## src/ccsp_pkg.sv

```systemverilog
`default_nettype none

package ccsp_pkg;

	// Longest generator the datapath supports; the remainder has one bit fewer.
	localparam int MAX_GEN_LEN = 9;
	localparam int REM_W       = MAX_GEN_LEN - 1;
	localparam int LEN_W       = $clog2(MAX_GEN_LEN + 1);

	// Fixed widths of the configuration fields.
	localparam int GEN_BITS_W  = 9;
	localparam int GEN_LEN_W   = 4;
	localparam int COUNT_W     = 32;

	localparam int NARROW_W    = 4;
	localparam int WIDE_W      = 8;

	// Codeword bits produced by one input byte: two narrow codewords or one wide one.
	localparam int BITS_W      = (2 * (NARROW_W + REM_W) > WIDE_W + REM_W) ?
		2 * (NARROW_W + REM_W) : WIDE_W + REM_W;
	localparam int NBITS_W     = $clog2(BITS_W + 1);
	localparam int PAD_W       = 3;

	// Packing window: pending bits, padding bits and the new codeword bits.
	localparam int ACC_W       = BITS_W + 14;
	localparam int TOT_W       = $clog2(ACC_W + 1);

	// Output bytes per input byte: header or flush byte plus the full bytes.
	localparam int MAX_OUT     = (BITS_W + 7) / 8 + 1;
	localparam int OCNT_W      = $clog2(MAX_OUT + 1);

	localparam int FIFO_DEPTH  = 4;

	localparam int ADDR_W      = 4;
	localparam int DATA_W      = 32;

	typedef enum logic [1:0] {
		REG_GEN_BITS,
		REG_GEN_LEN,
		REG_WIDE,
		REG_BYTE_COUNT
	} reg_idx_t;

	typedef struct packed {
		logic [GEN_BITS_W-1:0] gen_bits;
		logic [GEN_LEN_W-1:0]  gen_len;
		logic                  wide;
		logic [COUNT_W-1:0]    byte_count;
	} cfg_t;

	// One classified input byte on its way from the front end to the packer.
	typedef struct packed {
		logic               hdr;
		logic [PAD_W-1:0]   pad;
		logic [BITS_W-1:0]  bits;
		logic [NBITS_W-1:0] nbits;
		logic               last;
	} entry_t;

	// A zero length counts as one; lengths past the datapath are clipped.
	function automatic logic [LEN_W-1:0] eff_len(input logic [GEN_LEN_W-1:0] len);
		int l;
		l = int'(len);
		if (l < 1) l = 1;
		if (l > MAX_GEN_LEN) l = MAX_GEN_LEN;
		return LEN_W'(l);
	endfunction

endpackage

`default_nettype wire

```

## src/crc_codeword_stream_packer_top.sv

```systemverilog
// A transfer into an idle block is queued, then loaded into the output holding register,
// which shows its first output byte. Bytes leave at one per cycle while pop is held and
// bytes wait; each input byte yields one to four, and the next loads as the last one leaves.
// A four-entry queue between the encoder and the packer lets either side stall alone.
// Reset (arst_n low, asynchronous) empties the queue and packer and restores register defaults.
`default_nettype none

module crc_codeword_stream_packer_top (
	input  logic                        clk,
	input  logic                        arst_n,
	input  logic                        psel,
	input  logic                        penable,
	input  logic                        pwrite,
	input  logic [ccsp_pkg::ADDR_W-1:0] paddr,
	input  logic [ccsp_pkg::DATA_W-1:0] pwdata,
	output logic [ccsp_pkg::DATA_W-1:0] prdata,
	output logic                        pready,
	input  logic                        push,
	output logic                        full,
	input  logic [7:0]                  data_byte,
	output logic                        empty,
	input  logic                        pop,
	output logic [7:0]                  out_byte,
	output logic                        last_byte
);
	import ccsp_pkg::*;

	cfg_t   cfg;
	entry_t wr_data;
	entry_t rd_data;
	logic   wr_en;
	logic   rd_en;
	logic   fifo_valid;

	ccsp_regs u_regs (
		.clk     (clk),
		.arst_n  (arst_n),
		.psel    (psel),
		.penable (penable),
		.pwrite  (pwrite),
		.paddr   (paddr),
		.pwdata  (pwdata),
		.prdata  (prdata),
		.pready  (pready),
		.cfg     (cfg)
	);

	ccsp_front u_front (
		.clk       (clk),
		.arst_n    (arst_n),
		.cfg       (cfg),
		.push      (push),
		.data_byte (data_byte),
		.fifo_full (full),
		.wr_en     (wr_en),
		.wr_data   (wr_data)
	);

	ccsp_fifo u_fifo (
		.clk     (clk),
		.arst_n  (arst_n),
		.wr_en   (wr_en),
		.wr_data (wr_data),
		.full    (full),
		.rd_en   (rd_en),
		.rd_data (rd_data),
		.valid   (fifo_valid)
	);

	ccsp_back u_back (
		.clk       (clk),
		.arst_n    (arst_n),
		.ent_valid (fifo_valid),
		.ent       (rd_data),
		.ent_pop   (rd_en),
		.empty     (empty),
		.pop       (pop),
		.out_byte  (out_byte),
		.last_byte (last_byte)
	);

endmodule

`default_nettype wire

```

## src/ccsp_regs.sv

```systemverilog
`default_nettype none

module ccsp_regs (
	input  logic                         clk,
	input  logic                         arst_n,
	input  logic                         psel,
	input  logic                         penable,
	input  logic                         pwrite,
	input  logic [ccsp_pkg::ADDR_W-1:0]  paddr,
	input  logic [ccsp_pkg::DATA_W-1:0]  pwdata,
	output logic [ccsp_pkg::DATA_W-1:0]  prdata,
	output logic                         pready,
	output ccsp_pkg::cfg_t               cfg
);
	import ccsp_pkg::*;

	cfg_t     cfg_q;
	reg_idx_t idx;
	logic     wr;

	assign idx    = reg_idx_t'(paddr[3:2]);
	assign wr     = psel && penable && pwrite;
	assign pready = 1'b1;
	assign cfg    = cfg_q;

	always_ff @(posedge clk or negedge arst_n) begin
		if (!arst_n) begin
			cfg_q.gen_bits   <= GEN_BITS_W'(11);
			cfg_q.gen_len    <= GEN_LEN_W'(4);
			cfg_q.wide       <= 1'b0;
			cfg_q.byte_count <= COUNT_W'(1);
		end else if (wr) begin
			unique case (idx)
				REG_GEN_BITS:   cfg_q.gen_bits   <= pwdata[GEN_BITS_W-1:0];
				REG_GEN_LEN:    cfg_q.gen_len    <= pwdata[GEN_LEN_W-1:0];
				REG_WIDE:       cfg_q.wide       <= pwdata[0];
				REG_BYTE_COUNT: cfg_q.byte_count <= pwdata[COUNT_W-1:0];
			endcase
		end
	end

	always_comb begin
		unique case (idx)
			REG_GEN_BITS:   prdata = DATA_W'(cfg_q.gen_bits);
			REG_GEN_LEN:    prdata = DATA_W'(cfg_q.gen_len);
			REG_WIDE:       prdata = DATA_W'(cfg_q.wide);
			REG_BYTE_COUNT: prdata = DATA_W'(cfg_q.byte_count);
		endcase
	end

endmodule

`default_nettype wire

```

## src/ccsp_front.sv

```systemverilog
`default_nettype none

module ccsp_front (
	input  logic            clk,
	input  logic            arst_n,
	input  ccsp_pkg::cfg_t  cfg,
	input  logic            push,
	input  logic [7:0]      data_byte,
	input  logic            fifo_full,
	output logic            wr_en,
	output ccsp_pkg::entry_t wr_data
);
	import ccsp_pkg::*;

	// Bitwise long division; the remainder stays left aligned in REM_W bits so
	// that the generator length only changes where the result is read.
	function automatic logic [REM_W-1:0] crc_rem(
		input logic [WIDE_W-1:0] d,
		input logic              wide,
		input logic [REM_W-1:0]  gl
	);
		logic [REM_W-1:0] r;
		logic             fb;
		r = '0;
		for (int i = 0; i < WIDE_W; i++) begin
			if (wide || i < NARROW_W) begin
				fb = r[REM_W-1] ^ d[WIDE_W-1-i];
				r  = r << 1;
				if (fb) r = r ^ gl;
			end
		end
		return r;
	endfunction

	logic [COUNT_W-1:0]     seen_q;
	logic                   hdr_sent_q;

	logic [LEN_W-1:0]       glen;
	logic [LEN_W-1:0]       k;
	logic [LEN_W-1:0]       sh;
	logic [MAX_GEN_LEN-1:0] gen_ext;
	logic [REM_W-1:0]       gl;
	logic [REM_W-1:0]       rem_a;
	logic [REM_W-1:0]       rem_b;
	logic [REM_W-1:0]       rem_w;
	logic [NBITS_W-1:0]     clen_n;
	logic [NBITS_W-1:0]     clen_w;
	logic [BITS_W-1:0]      cw_hi;
	logic [BITS_W-1:0]      cw_lo;
	logic [BITS_W-1:0]      cw_wide;
	logic [2:0]             clen3;
	logic [5:0]             prod;
	logic [2:0]             rem3;
	logic [PAD_W-1:0]       pad;
	logic [COUNT_W-1:0]     seen_next;
	logic                   seen_max;

	assign glen    = eff_len(cfg.gen_len);
	assign k       = glen - LEN_W'(1);
	assign sh      = LEN_W'(REM_W) - k;
	assign gen_ext = MAX_GEN_LEN'(cfg.gen_bits);
	assign gl      = (gen_ext[REM_W-1:0] & ({REM_W{1'b1}} >> sh)) << sh;

	assign rem_a = crc_rem({data_byte[7:4], 4'b0000}, 1'b0, gl) >> sh;
	assign rem_b = crc_rem({data_byte[3:0], 4'b0000}, 1'b0, gl) >> sh;
	assign rem_w = crc_rem(data_byte, 1'b1, gl) >> sh;

	assign clen_n  = NBITS_W'(NARROW_W) + NBITS_W'(k);
	assign clen_w  = NBITS_W'(WIDE_W) + NBITS_W'(k);
	assign cw_hi   = (BITS_W'(data_byte[7:4]) << k) | BITS_W'(rem_a);
	assign cw_lo   = (BITS_W'(data_byte[3:0]) << k) | BITS_W'(rem_b);
	assign cw_wide = (BITS_W'(data_byte) << k) | BITS_W'(rem_w);

	// Padding brings codeword length * datawords * byte count to a whole byte;
	// only the low three bits of each factor matter.
	assign clen3 = cfg.wide ? clen_w[2:0] : clen_n[2:0];
	assign prod  = 6'(clen3) * 6'(cfg.byte_count[2:0]);
	assign rem3  = cfg.wide ? prod[2:0] : {prod[1:0], 1'b0};
	assign pad   = PAD_W'(3'd0 - rem3);

	assign seen_max  = (seen_q == {COUNT_W{1'b1}});
	assign seen_next = seen_max ? seen_q : seen_q + COUNT_W'(1);

	assign wr_en = push && !fifo_full;

	always_comb begin
		wr_data.hdr   = !hdr_sent_q;
		wr_data.pad   = hdr_sent_q ? '0 : pad;
		wr_data.bits  = cfg.wide ? cw_wide : ((cw_hi << clen_n) | cw_lo);
		wr_data.nbits = cfg.wide ? clen_w : NBITS_W'(clen_n << 1);
		wr_data.last  = !seen_max && (seen_next == cfg.byte_count);
	end

	always_ff @(posedge clk or negedge arst_n) begin
		if (!arst_n) begin
			seen_q     <= '0;
			hdr_sent_q <= 1'b0;
		end else if (wr_en) begin
			seen_q     <= seen_next;
			hdr_sent_q <= 1'b1;
		end
	end

endmodule

`default_nettype wire

```

## src/ccsp_fifo.sv

```systemverilog
`default_nettype none

module ccsp_fifo (
	input  logic             clk,
	input  logic             arst_n,
	input  logic             wr_en,
	input  ccsp_pkg::entry_t wr_data,
	output logic             full,
	input  logic             rd_en,
	output ccsp_pkg::entry_t rd_data,
	output logic             valid
);
	import ccsp_pkg::*;

	localparam int PTR_W = $clog2(FIFO_DEPTH);
	localparam int CNT_W = $clog2(FIFO_DEPTH + 1);

	entry_t           mem_q [FIFO_DEPTH];
	logic [PTR_W-1:0] wr_ptr_q;
	logic [PTR_W-1:0] rd_ptr_q;
	logic [CNT_W-1:0] cnt_q;

	assign full    = (cnt_q == CNT_W'(FIFO_DEPTH));
	assign valid   = (cnt_q != '0);
	assign rd_data = mem_q[rd_ptr_q];

	always_ff @(posedge clk) begin
		if (wr_en) mem_q[wr_ptr_q] <= wr_data;
	end

	always_ff @(posedge clk or negedge arst_n) begin
		if (!arst_n) begin
			wr_ptr_q <= '0;
			rd_ptr_q <= '0;
			cnt_q    <= '0;
		end else begin
			if (wr_en) begin
				wr_ptr_q <= (wr_ptr_q == PTR_W'(FIFO_DEPTH - 1)) ? '0 : wr_ptr_q + PTR_W'(1);
			end
			if (rd_en) begin
				rd_ptr_q <= (rd_ptr_q == PTR_W'(FIFO_DEPTH - 1)) ? '0 : rd_ptr_q + PTR_W'(1);
			end
			if (wr_en && !rd_en) cnt_q <= cnt_q + CNT_W'(1);
			else if (rd_en && !wr_en) cnt_q <= cnt_q - CNT_W'(1);
		end
	end

endmodule

`default_nettype wire

```

## src/ccsp_back.sv

```systemverilog
`default_nettype none

module ccsp_back (
	input  logic             clk,
	input  logic             arst_n,
	input  logic             ent_valid,
	input  ccsp_pkg::entry_t ent,
	output logic             ent_pop,
	output logic             empty,
	input  logic             pop,
	output logic [7:0]       out_byte,
	output logic             last_byte
);
	import ccsp_pkg::*;

	logic [6:0]        pend_q;
	logic [2:0]        fill_q;
	logic [7:0]        hold_q [MAX_OUT];
	logic [OCNT_W-1:0] left_q;
	logic              last_q;

	logic [ACC_W-1:0]  acc;
	logic [TOT_W-1:0]  total;
	logic [TOT_W-1:0]  nb;
	logic [2:0]        rem;
	logic              flush;
	logic [7:0]        fl_byte;
	logic [7:0]        dl   [MAX_OUT];
	logic [7:0]        slot [MAX_OUT];
	logic [OCNT_W-1:0] n_out;
	logic              load;
	logic              xfer;

	// New bits join the pending bits of the previous byte below them.
	assign acc = (ACC_W'(pend_q) << (TOT_W'(ent.pad) + TOT_W'(ent.nbits)))
		| ACC_W'(ent.bits);
	assign total   = TOT_W'(fill_q) + TOT_W'(ent.pad) + TOT_W'(ent.nbits);
	assign nb      = total >> 3;
	assign rem     = total[2:0];
	assign flush   = ent.last && (rem != 3'd0);
	assign fl_byte = 8'(acc[7:0] << (4'd8 - {1'b0, rem}));

	always_comb begin
		for (int j = 0; j < MAX_OUT; j++) begin
			if (nb > TOT_W'(j)) begin
				dl[j] = 8'(acc >> (total - TOT_W'(8 * (j + 1))));
			end else begin
				dl[j] = fl_byte;
			end
		end
		slot[0] = ent.hdr ? 8'(ent.pad) : dl[0];
		for (int i = 1; i < MAX_OUT; i++) begin
			slot[i] = ent.hdr ? dl[i-1] : dl[i];
		end
		n_out = OCNT_W'(ent.hdr) + OCNT_W'(nb) + OCNT_W'(flush);
	end

	assign xfer      = pop && !empty;
	assign load      = ent_valid && ((left_q == '0) || ((left_q == OCNT_W'(1)) && pop));
	assign ent_pop   = load;
	assign empty     = (left_q == '0);
	assign out_byte  = hold_q[0];
	assign last_byte = last_q && (left_q == OCNT_W'(1));

	always_ff @(posedge clk) begin
		if (load) begin
			for (int i = 0; i < MAX_OUT; i++) hold_q[i] <= slot[i];
		end else if (xfer) begin
			for (int i = 0; i < MAX_OUT - 1; i++) hold_q[i] <= hold_q[i+1];
		end
	end

	always_ff @(posedge clk or negedge arst_n) begin
		if (!arst_n) begin
			pend_q <= '0;
			fill_q <= '0;
			left_q <= '0;
			last_q <= 1'b0;
		end else if (load) begin
			left_q <= n_out;
			last_q <= ent.last;
			if (flush) begin
				pend_q <= '0;
				fill_q <= '0;
			end else begin
				pend_q <= acc[6:0] & (7'h7f >> (3'd7 - rem));
				fill_q <= rem;
			end
		end else if (xfer) begin
			left_q <= left_q - OCNT_W'(1);
		end
	end

endmodule

`default_nettype wire

```

## config.mk

```make
export PLATFORM = sky130hd
export DESIGN_NAME = crc_codeword_stream_packer_top
export DESIGN_NICKNAME = d
export VERILOG_FILES = /design/src/ccsp_pkg.sv /design/src/crc_codeword_stream_packer_top.sv /design/src/ccsp_regs.sv /design/src/ccsp_front.sv /design/src/ccsp_fifo.sv /design/src/ccsp_back.sv
export SDC_FILE = /design/constraint.sdc
export NUM_CORES = 1
export LEC_CHECK = 0
export BUFFER_PORTS_ARGS = -buffer_cell sky130_fd_sc_hd__buf_2
export CAP_MARGIN = 25
export CORE_UTILIZATION = 40
export DETAILED_ROUTE_END_ITERATION = 8
export SLEW_MARGIN = 30
export SYNTH_ARGS = -nofsm -noshare
export SYNTH_HDL_FRONTEND = slang
export SYNTH_SLANG_ARGS = --single-unit
```

## constraint.sdc

```tcl
create_clock -name clk -period 8 [get_ports clk]
set_input_delay 1.2 -clock clk [delete_from_list [all_inputs] [get_ports clk]]
set_output_delay 1.2 -clock clk [all_outputs]
set_load 0.03 [all_outputs]
```

==> results of run 1 <==
==> synthesized netlist by cell type, types with 8 or more instances <==
library cell  count  area [sq um]
nor3_1           53           265
a211oi_1         25           188
xor2_1           47           412
buf_2            12          60.1
dfrtp_1          95          2380
nand4_1          15          93.8
a22oi_1          12          90.1
a22o_1           17           149
mux4_2           35           788
o21ai_0         139           696
nand2_1         256           961
a21oi_1         146           731
mux2_2           67           754
mux2i_1         117          1170
a221o_1           8          80.1
nor2_1          253           950
a31oi_1          25           156
a21o_1           23           173
o221ai_1         10          87.6
o211ai_1         16           120
o21a_1           17           128
buf_1            11          41.3
edfxtp_1        168          5040
o21bai_1         16           120
inv_1            42           158
o22ai_1          26           163
buf_4            12          90.1
a221oi_1         14           123
xnor2_1         113           990
nand3_1          61           305
and3_1           38           238
nand2b_1         13          81.3
nor2b_1          12          75.1
ha_1             39           488
clkbuf_1        135           507
o31ai_1          11          82.6
and2_1           21           131
or3_1            15          93.8
==> registers in the layout, indices dropped and copies added (netlist names) <==
register,flops
u_back.fill_q,3
u_back.hold_q,32
u_back.last_q,1
u_back.left_q,3
u_back.pend_q,7
u_fifo.cnt_q,3
u_fifo.mem_q,136
u_fifo.rd_ptr_q,2
u_fifo.wr_ptr_q,2
u_front.hdr_sent_q,1
u_front.seen_q,32
u_regs.cfg,46
==> cells by family after synthesis <==
group	synth area share
multiplexers	0.132
flip-flops	0.364
buffers and inverters	0.0427
AO/OA/AOI/OAI	0.185
XOR/XNOR	0.0770
other	0.000181
adder cells (fa/ha/maj)	0.0283
AND/OR/NAND/NOR	0.171
==> stage by stage <==
stage                      util  hold slack [ns]  std cells  instance area, sq um
after detailed placement  0.423            0.470       2930                 21700
after CTS                 0.443            0.486       2982                 22700
after floorplan               -            0.445       2286                 20700
final                     0.444            0.484       2983                 22800
after global placement    0.423            0.468       2930                 21700
after global routing      0.444            0.499       2983                 22800
==> worst paths after layout <==
check	start	to	slack, ns	depth (start not counted)
hold / removal	u_back.fill_q[0]	u_back.fill_q[0]	0.48	2
setup reg to reg	u_regs.cfg[35]	u_fifo.mem_q[0][11]	0.54	23
hold reg to reg	u_back.fill_q[0]	u_back.fill_q[0]	0.48	2
min in group asynchronous	arst_n	u_regs.cfg[10]	0.61	1
max in group asynchronous	arst_n	u_fifo.rd_ptr_q[0]	6.16	2
setup / recovery	u_regs.cfg[35]	u_fifo.mem_q[0][11]	0.54	23
==> cell type report <==
type                            instances  area, sq um
Fill cell                            4976        28500
Multi-Input combinational cell       1800        12400
Sequential cell                       268         7550
Tap cell                              680          851
Timing Repair Buffer                  136          796
Clock buffer                           32          716
Clock inverter                         20          304
Inverter                               47          176
==> what timing repair did <==
item | 4_1_cts | 5_1_grt
resized for setup | 0 | 2
endpoints found under the setup margin | 0 | 19
hold endpoints to repair | 0 | 0
==> per-layer routing <==
| layer | vias up | part of all wire | wire [um] |
|---|---|---|---|
| met3 | 97 | 0.052 | 3070 |
| met5 | - | 0 | 0 |
| met2 | 540 | 0.47 | 27600 |
| met4 | 0 | 0.022 | 1290 |
| li1 | 8362 | - | - |
| met1 | 8553 | 0.46 | 26700 |
==> worst min-delay path, delay by kind of cell (launching register included) <==
family | cells | cell delay, ns
flip-flops | 1 | 0.35
AND/OR/NAND/NOR | 2 | 0.10
==> summary.md, run 1 <==
| Metric | Value |
|---|---|
| Die width | `roughly 230 um` |
| CP Launch Type | `register` |
| H-Tree Depth | `1` |
| Fin crit period | `between 7 and 8 ns` |
| Crit path cell chain | `nor3_1, or3_1, clkinv_1, ha_1, xnor2_1, a31o_2, nand2_2, a311oi_2, o21bai_2, buf_4, o32ai_1, or3_1, nor2_2, xnor3_1, o211ai_1, o311ai_1, xor2_1, nor2_1, xnor2_1, xnor2_1, nor2_1, o31ai_1, a31oi_1` |
| Fmax | `~0.13 GHz` |
| Number of synthesized flops with an enable pin | `around 170` |
| FF+latch count, synth | `about 270` |
| Share of layout cells above drive strength 1 | `0.147` |
| Slew @ Worst Pin | `0.962 ns` |
| Mapped Area | `about 21,000 sq um` |
| WP data arrival | `between 7 and 8 ns` |
| Clock latency at the later pin of the worst-skew pair | `approximately 0.57 ns` |
| Final worst-path setup slack | `0.538 ns` |
| Initial DRT Pass Iterations | `5` |
| Hpwl dp | `between 40 and 50 mm` |
| Area of the core | `51,300 sq um` |
| Met3 usage | `0.0234` |
| Largest net degree at the start of global routing | `a little under 60` |
| GR peak layer | `met2` |
| Most common cell after layout, fill and taps aside | `nand2_1` |
| HP Class | `register to register` |
| GRT Overall Usage | `0.217` |
| Wire length per cell | `19.7 um` |
| Overflow after GRT | `0` |
| Area Overhead vs Synth | `9.72%` |
| Root Buffer | `clkbuf_16` |
| Most frequent cells in the layout | `255 x nand2_1, 251 x nor2_1, 168 x edfxtp_1` |
| Max-slew violation count | `0` |
| Sequential share of the synthesized area | `0.364` |
| PortBufs | `around 90` |
| Asr flop ratio synth | `0.373` |
| Status | `finished, final reports clean` |
| Crit path capture type | `register` |
| Crit Path Class | `register to register` |
| DRC Markers | `0` |
| Final period utilization | `0.933` |
| Slew Limit Headroom | `0.356` |
| DP Worst Slack | `just under 0.5 ns` |
| CTS Buffer Depth | `3` |
| Met2 Resource Use GR | `0.357` |
| Detailed Route Iter0 Violations | `approximately 1,500` |
| Worst path top cell family by delay | `compound AO/OA/AOI/OAI gates` |
| Setup Viol. Count Final | `0` |
| Largest fanout on the critical path | `16` |
| Postcts setup bufs | `0` |
| RSZ-0062 raised after global routing | `false` |
| Critical path's slowest cell | `dfstp_2` |
| Total Routed Length | `between 50 and 60 mm` |
| Post-synth cell types | `~100` |
| CTS sink count | `around 270` |
| Initial antenna violation count | `0` |
| Max incr delay on CP | `just over 0.7 ns` |
| CTS tree | `yes` |
| Antenna fix cells | `0` |
| Most used DFF post-synth | `edfxtp_1` |
| Max-cap violations | `0` |
| Final Hold Viols | `0` |
| Ports | `95` |
| Total number of vias | `approximately 18,000` |
| Worst-path clk slew | `~0.06 ns` |
| Global routing met1 resource utilization | `0.306` |
| Antenna violation net count after detailed routing | `0` |
| TritonCTS Buffers | `28` |
| Syn avg cell area | `slightly above 9 sq um` |
| CP dominant cell by count | `xnor2_1` |
| CTS Hold Bufs | `0` |
| Initial Utilization | `0.404` |
| Synth warn | `0` |
| Row count | `83` |
| Bufs and invs on worst path | `2` |
| Vias in the first global route | `16,774` |
| Cells after Synth | `roughly 2,300` |
| Setup TNS | `0 ns` |
| # nets final | `around 2,400` |
| Vias per cell | `between 5 and 6` |
| Die ar. | `52,800 sq um` |
| Post-Syn Nets | `2,381` |
| First-pass GRT wire length | `~93 mm` |
| Worst EP required | `around 8 ns` |
| Chip height | `between 200 and 250 um` |
| Clock skew | `0.0189 ns` |
| Routability congestion estimate | `around 0.95` |
Power of run 1 is left out: the tool's default activity adds up to more than one toggle a clock period on the data nets, which glitch-free logic cannot reach.
==> run 2, diff against run 1 <==
--- a/config.mk
+++ b/config.mk
@@ -9,6 +9,7 @@
 export CAP_MARGIN = 25
 export CORE_UTILIZATION = 40
 export DETAILED_ROUTE_END_ITERATION = 8
+export PLACE_DENSITY_LB_ADDON = 0.08
 export SLEW_MARGIN = 30
 export SYNTH_ARGS = -nofsm -noshare
 export SYNTH_HDL_FRONTEND = slang
==> summary.md, run 2 (same netlist as run 1, synthesis figures left out) <==
| Metric | Value |
|---|---|
| Crit path capture type | `register` |
| PortBufs | `between 90 and 100` |
| First-pass GRT wire length | `around 95 mm` |
| Met3 usage | `0.0255` |
| Area Overhead vs Synth | `9.87%` |
| HP Class | `register to register` |
| FF-to-FF Start | `u_regs.cfg[35]` |
| GRT Overall Usage | `0.225` |
| Clock skew | `0.00873 ns` |
| CP Launch Type | `register` |
| Worst reg-to-reg setup slack | `between 0.5 and 0.6 ns` |
| Max FFs per register | `136` |
| Detailed Route Iter0 Violations | `roughly 1,400` |
| Initial Utilization | `0.404` |
| Initial DRT Pass Iterations | `7` |
| CTS tree | `yes` |
| Setup Viol. Count Final | `0` |
| TritonCTS Buffers | `30` |
| Final period utilization | `0.926` |
| Met2 Resource Use GR | `0.364` |
| Ports | `95` |
| Hpwl dp | `about 44 mm` |
| CTS Buffer Depth | `3` |
| WP data arrival | `7.70 ns` |
| Antenna fix cells | `0` |
| Crit Path Class | `register to register` |
| Area of the core | `51,300 sq um` |
| Slew Limit Headroom | `0.411` |
| Most common cell after layout, fill and taps aside | `nand2_1` |
| Final Hold Viols | `0` |
| Status | `finished, final reports clean` |
| Max-cap violations | `0` |
| FF-to-FF End | `u_fifo.mem_q[0][6]` |
| Initial antenna violation count | `1` |
| H-Tree Depth | `1` |
| Hold Worst Slack | `around 0.49 ns` |
| Slew @ Worst Pin | `between 0.8 and 0.9 ns` |
| # nets final | `approximately 2,400` |
| CP startpoint | `u_regs.cfg[35]` |
| Overflow after GRT | `0` |
| Register-to-Register Path Depth | `22` |
| Total Routed Length | `approximately 61 mm` |
| Fmax | `around 0.13 GHz` |
| Hold Crit Depth | `1` |
| Largest net degree at the start of global routing | `64` |
| Routability congestion estimate | `roughly 0.92` |
| RSZ-0062 raised after global routing | `false` |
| Setup TNS | `0 ns` |
| Die width | `230 um` |
| Wire length per cell | `roughly 20 um` |
| Vias per cell | `roughly 6` |
| Row count | `83` |
| Total number of vias | `17,439` |
| Chip height | `approximately 230 um` |
| Vias in the first global route | `~17,000` |
| CTS sink count | `268` |
| DRC Markers | `0` |
| Max-slew violation count | `0` |
| Clock latency at the later pin of the worst-skew pair | `0.56 ns` |
| Hold Path End | `u_fifo.cnt_q[2]` |
| Largest fanout on the critical path | `26` |
| Worst EP required | `around 8.3 ns` |
| Antenna violation net count after detailed routing | `0` |
| Die ar. | `approximately 53,000 sq um` |
| Hold_sp | `u_fifo.cnt_q[2]` |
| Most frequent cells in the layout | `255 x nand2_1, 251 x nor2_1, 168 x edfxtp_1` |
| Global routing met1 resource utilization | `0.318` |
| Worst-path clk slew | `around 0.06 ns` |
| Root Buffer | `clkbuf_16` |
| Share of layout cells above drive strength 1 | `0.150` |
| Fin crit period | `roughly 7.4 ns` |
| GR peak layer | `met2` |
| Biggest register | `u_fifo.mem_q` |
==> run 2: changes by cell type in the layout (fill, tap and decap cells not counted), moves of 2 or more <==
cell / delta
clkinv_1: -4
clkbuf_1: +2
xor2_2: +2
xnor2_2: -2
xnor2_1: +2
clkinv_2: +3
clkbuf_16: +3
xor2_1: -2
clkinv_4: +3
clkbuf_8: +3
bufinv_16: -5
==> run 2: how the worst max path moves through the flow <==
stage,endpoint,slack [ns]
after CTS,u_fifo.mem_q[0][7],0.38
after detailed placement,u_fifo.mem_q[0][7],0.42
after global placement,u_fifo.mem_q[0][7],0.56
after floorplan,u_fifo.mem_q[0][6],0.49
after global routing,u_fifo.mem_q[3][6],0.12
final,u_fifo.mem_q[0][6],0.59
==> run 2: routing by layer <==
metal | share of wire | routed length (um) | up-vias
met5 | 0.00021 | 13 | -
met4 | 0.021 | 1260 | 2
met3 | 0.045 | 2730 | 81
met2 | 0.47 | 28400 | 465
met1 | 0.46 | 28100 | 8494
li1 | - | - | 8397
==> run 2: area by class of cell <==
cell class | instances | area [sq um]
clock inverters | 16 | 158
inverters | 47 | 176
well taps | 680 | 851
clock buffers | 40 | 840
multi-input cells | 1800 | 12400
fillers | 5080 | 28500
flip-flops and latches | 268 | 7560
repair buffers | 137 | 823
==> run 2: metrics by stage <==
step | worst slack [ns] | cells | instance area [sq um] | util
floorplan | 0.492 | 2286 | 20700 | -
global placement | 0.564 | 2931 | 21700 | 0.423
detailed placement | 0.420 | 2931 | 21700 | 0.424
CTS | 0.382 | 2987 | 22700 | 0.443
global route | 0.117 | 2988 | 22800 | 0.444
finish | 0.591 | 2988 | 22800 | 0.444
==> run 2: critical path, cell delays in order (launching register included) <==
cell and delay, ns:
dfstp_4 0.77, nor3_1 0.12, or3_1 0.54, clkinv_1 0.11
ha_1 0.43, xnor2_1 0.22, a31o_2 0.27, nand2_2 0.20
a311oi_2 0.51, o21ba_4 0.36, mux2i_1 0.40, a211oi_2 0.22
a211o_1 0.39, and4_4 0.19, or2_4 0.24, or3_1 0.47
a21oi_1 0.23, xnor2_1 0.10, xnor2_1 0.38, xnor2_1 0.20
mux2i_1 0.13, o211a_1 0.25, a221o_1 0.38
==> run 2: what timing repair did <==
item	4_1_cts	5_1_grt
gates resized for setup	0	6
hold buffers	0	0
buffers inserted	0	0
endpoints found under the setup margin	0	28
Power of run 2 is left out for the same reason.
==> run 3, diff against run 2 <==
--- a/config.mk
+++ b/config.mk
@@ -5,10 +5,12 @@
 export SDC_FILE = /design/constraint.sdc
 export NUM_CORES = 1
 export LEC_CHECK = 0
+export ABC_AREA = 1
 export BUFFER_PORTS_ARGS = -buffer_cell sky130_fd_sc_hd__buf_2
 export CAP_MARGIN = 25
 export CORE_UTILIZATION = 40
 export DETAILED_ROUTE_END_ITERATION = 8
+export HOLD_SLACK_MARGIN = 0.08
 export PLACE_DENSITY_LB_ADDON = 0.08
 export SLEW_MARGIN = 30
 export SYNTH_ARGS = -nofsm -noshare
==> summary.md, run 3 <==
| Metric | Value |
|---|---|
| Vias per cell | `5.38` |
| Wire length per cell | `17.1 um` |
| Largest fanout on the critical path | `56` |
| Fin crit period | `6.73 ns` |
| Fmax | `roughly 0.15 GHz` |
| Worst EP required | `~8.2 ns` |
| Total number of vias | `between 15,000 and 20,000` |
| Asr flop ratio synth | `0.373` |
| # nets final | `~3,000` |
| Area Overhead vs Synth | `9.88%` |
| Share of layout cells above drive strength 1 | `0.0954` |
| Syn avg cell area | `7.05 sq um` |
| Setup TNS | `0 ns` |
| Routability congestion estimate | `slightly above 0.9` |
| Die width | `approximately 230 um` |
| CTS tree | `yes` |
| Antenna violation net count after detailed routing | `0` |
| Post-Syn Nets | `~3,000` |
| Post-synth cell types | `60` |
| Overflow after GRT | `0` |
| Max-slew violation count | `0` |
| HP Class | `register to register` |
| Sequential share of the synthesized area | `0.375` |
| Cells after Synth | `between 2,000 and 3,000` |
| RSZ-0062 raised after global routing | `false` |
| Root Buffer | `clkbuf_16` |
| Status | `finished, final reports clean` |
| Post-synth top cells | `788 x nand2_1, 394 x o21ai_0, 281 x nor2_1` |
| Worst-path clk slew | `0.06 ns` |
| GRT Overall Usage | `0.237` |
| Hpwl dp | `45.4 mm` |
| Count leader, synth | `nand2_1` |
| Setup Viol. Count Final | `0` |
| PortBufs | `between 90 and 100` |
| CTS sink count | `268` |
| Largest net degree at the start of global routing | `~70` |
| TritonCTS Buffers | `30` |
| Post-layout util | `0.449` |
| Critical path's slowest cell | `dfstp_2` |
| Ports | `between 90 and 100` |
| Max-cap violations | `0` |
| Die ar. | `between 50,000 and 60,000 sq um` |
| Chip height | `approximately 230 um` |
| Slew Limit Headroom | `0.326` |
| Leading area contributor after synthesis | `edfxtp_1` |
| Initial antenna violation count | `0` |
| FF+latch count, synth | `between 200 and 300` |
| Synth area leaders | `edfxtp_1 25%, nand2_1 15%, dfrtp_1 12%` |
| DRC Markers | `0` |
| First-pass GRT wire length | `approximately 97 mm` |
| Postcts setup bufs | `0` |
| Post-CTS Resized | `0` |
| Max FFs per register | `between 100 and 150` |
| Final period utilization | `0.842` |
| Clock latency at the later pin of the worst-skew pair | `0.58 ns` |
| Slew @ Worst Pin | `a little over 1 ns` |
| Max incr delay on CP | `0.63 ns` |
| Filler Cell Count | `between 5,000 and 6,000` |
| Crit Path Class | `register to register` |
| Most common cell after layout, fill and taps aside | `nand2_1` |
| Mapped Area | `slightly above 20,000 sq um` |
| Clock skew | `~0.032 ns` |
| H-Tree Depth | `1` |
| Most frequent cells in the layout | `786 x nand2_1, 394 x o21ai_0, 276 x nor2_1` |
| Biggest register | `u_fifo.mem_q` |
| Crit path capture type | `register` |
| Initial Utilization | `0.408` |
| Synth warn | `0` |
| Most used DFF post-synth | `edfxtp_1` |
| CP dominant cell by count | `nand2_1` |
| Synth top area share | `0.251` |
| Area of the core | `49,300 sq um` |
| Initial DRT Pass Iterations | `6` |
| CP Launch Type | `register` |
| Antenna fix cells | `0` |
| Final Hold Viols | `0` |
| Vias in the first global route | `approximately 18,000` |
| Total Routed Length | `~61 mm` |
| Detailed Route Iter0 Violations | `between 1,500 and 2,000` |
| CTS Buffer Depth | `3` |
| Row count | `between 80 and 90` |
| WP data arrival | `approximately 6.9 ns` |
| CTS Hold Bufs | `0` |
| Number of synthesized flops with an enable pin | `roughly 170` |
## run 3: worst paths after layout
check	from	end	slack (ns)	cells after the start
worst max-delay path	u_regs.cfg[35]	u_fifo.mem_q[2][27]	1.27	33
worst min-delay path	u_regs.cfg[6]	u_regs.cfg[6]	0.49	2
worst max register to register	u_regs.cfg[35]	u_fifo.mem_q[2][27]	1.27	33
worst min register to register	u_regs.cfg[6]	u_regs.cfg[6]	0.49	2
max in group asynchronous	arst_n	u_back.left_q[0]	6.42	2
min in group asynchronous	arst_n	u_regs.cfg[6]	0.57	1
## run 3: final cells by class
cell class	count	area, sq um	area share
repair buffers	138	815	0.0368
clock buffers	33	762	0.0345
clock inverters	20	209	0.00945
inverters	281	1060	0.0478
multi-input cells	2152	10900	0.492
flip-flops and latches	268	7550	0.342
well taps	664	831	0.0376
## run 3: cells by family after synthesis
kind of cell | synth area share
muxes | 0.00653
adders and majority gates | 0.0292
DFF | 0.375
other | 0.000186
AOI/OAI and AO/OA | 0.191
buffers and inverters | 0.0863
xor gates and xnor gates | 0.0344
and+or+nand+nor | 0.277
## run 3: routing by layer
| layer | vias up | global-route usage | wire length [um] |
|---|---|---|---|
| met1 | 8936 | 0.337 | 28500 |
| li1 | 9590 | - | - |
| met3 | 95 | 0.0222 | 2790 |
| met4 | 0 | 0.0667 | 1480 |
| met5 | - | 0 | 0 |
| met2 | 506 | 0.384 | 27900 |
## run 3: critical path, delay by kind of cell (launching register included)
family	cells	cell delay (ns)
adders and majority gates	1	0.30
buffers and inverters	5	0.99
AOI/OAI and AO/OA	8	1.85
DFF	1	0.63
and+or+nand+nor	19	2.54
## run 3: per-stage QoR
step,cells,hold WS [ns],setup WS [ns],area [sq um]
floorplan,2855,0.453,2.28,20100
global placement,3503,0.471,1.49,21100
detailed placement,3503,0.476,1.34,21100
CTS,3556,0.491,1.29,22100
global route,3556,0.513,0.666,22100
finish,3556,0.489,1.27,22100
Power of run 3 is left out for the same reason.
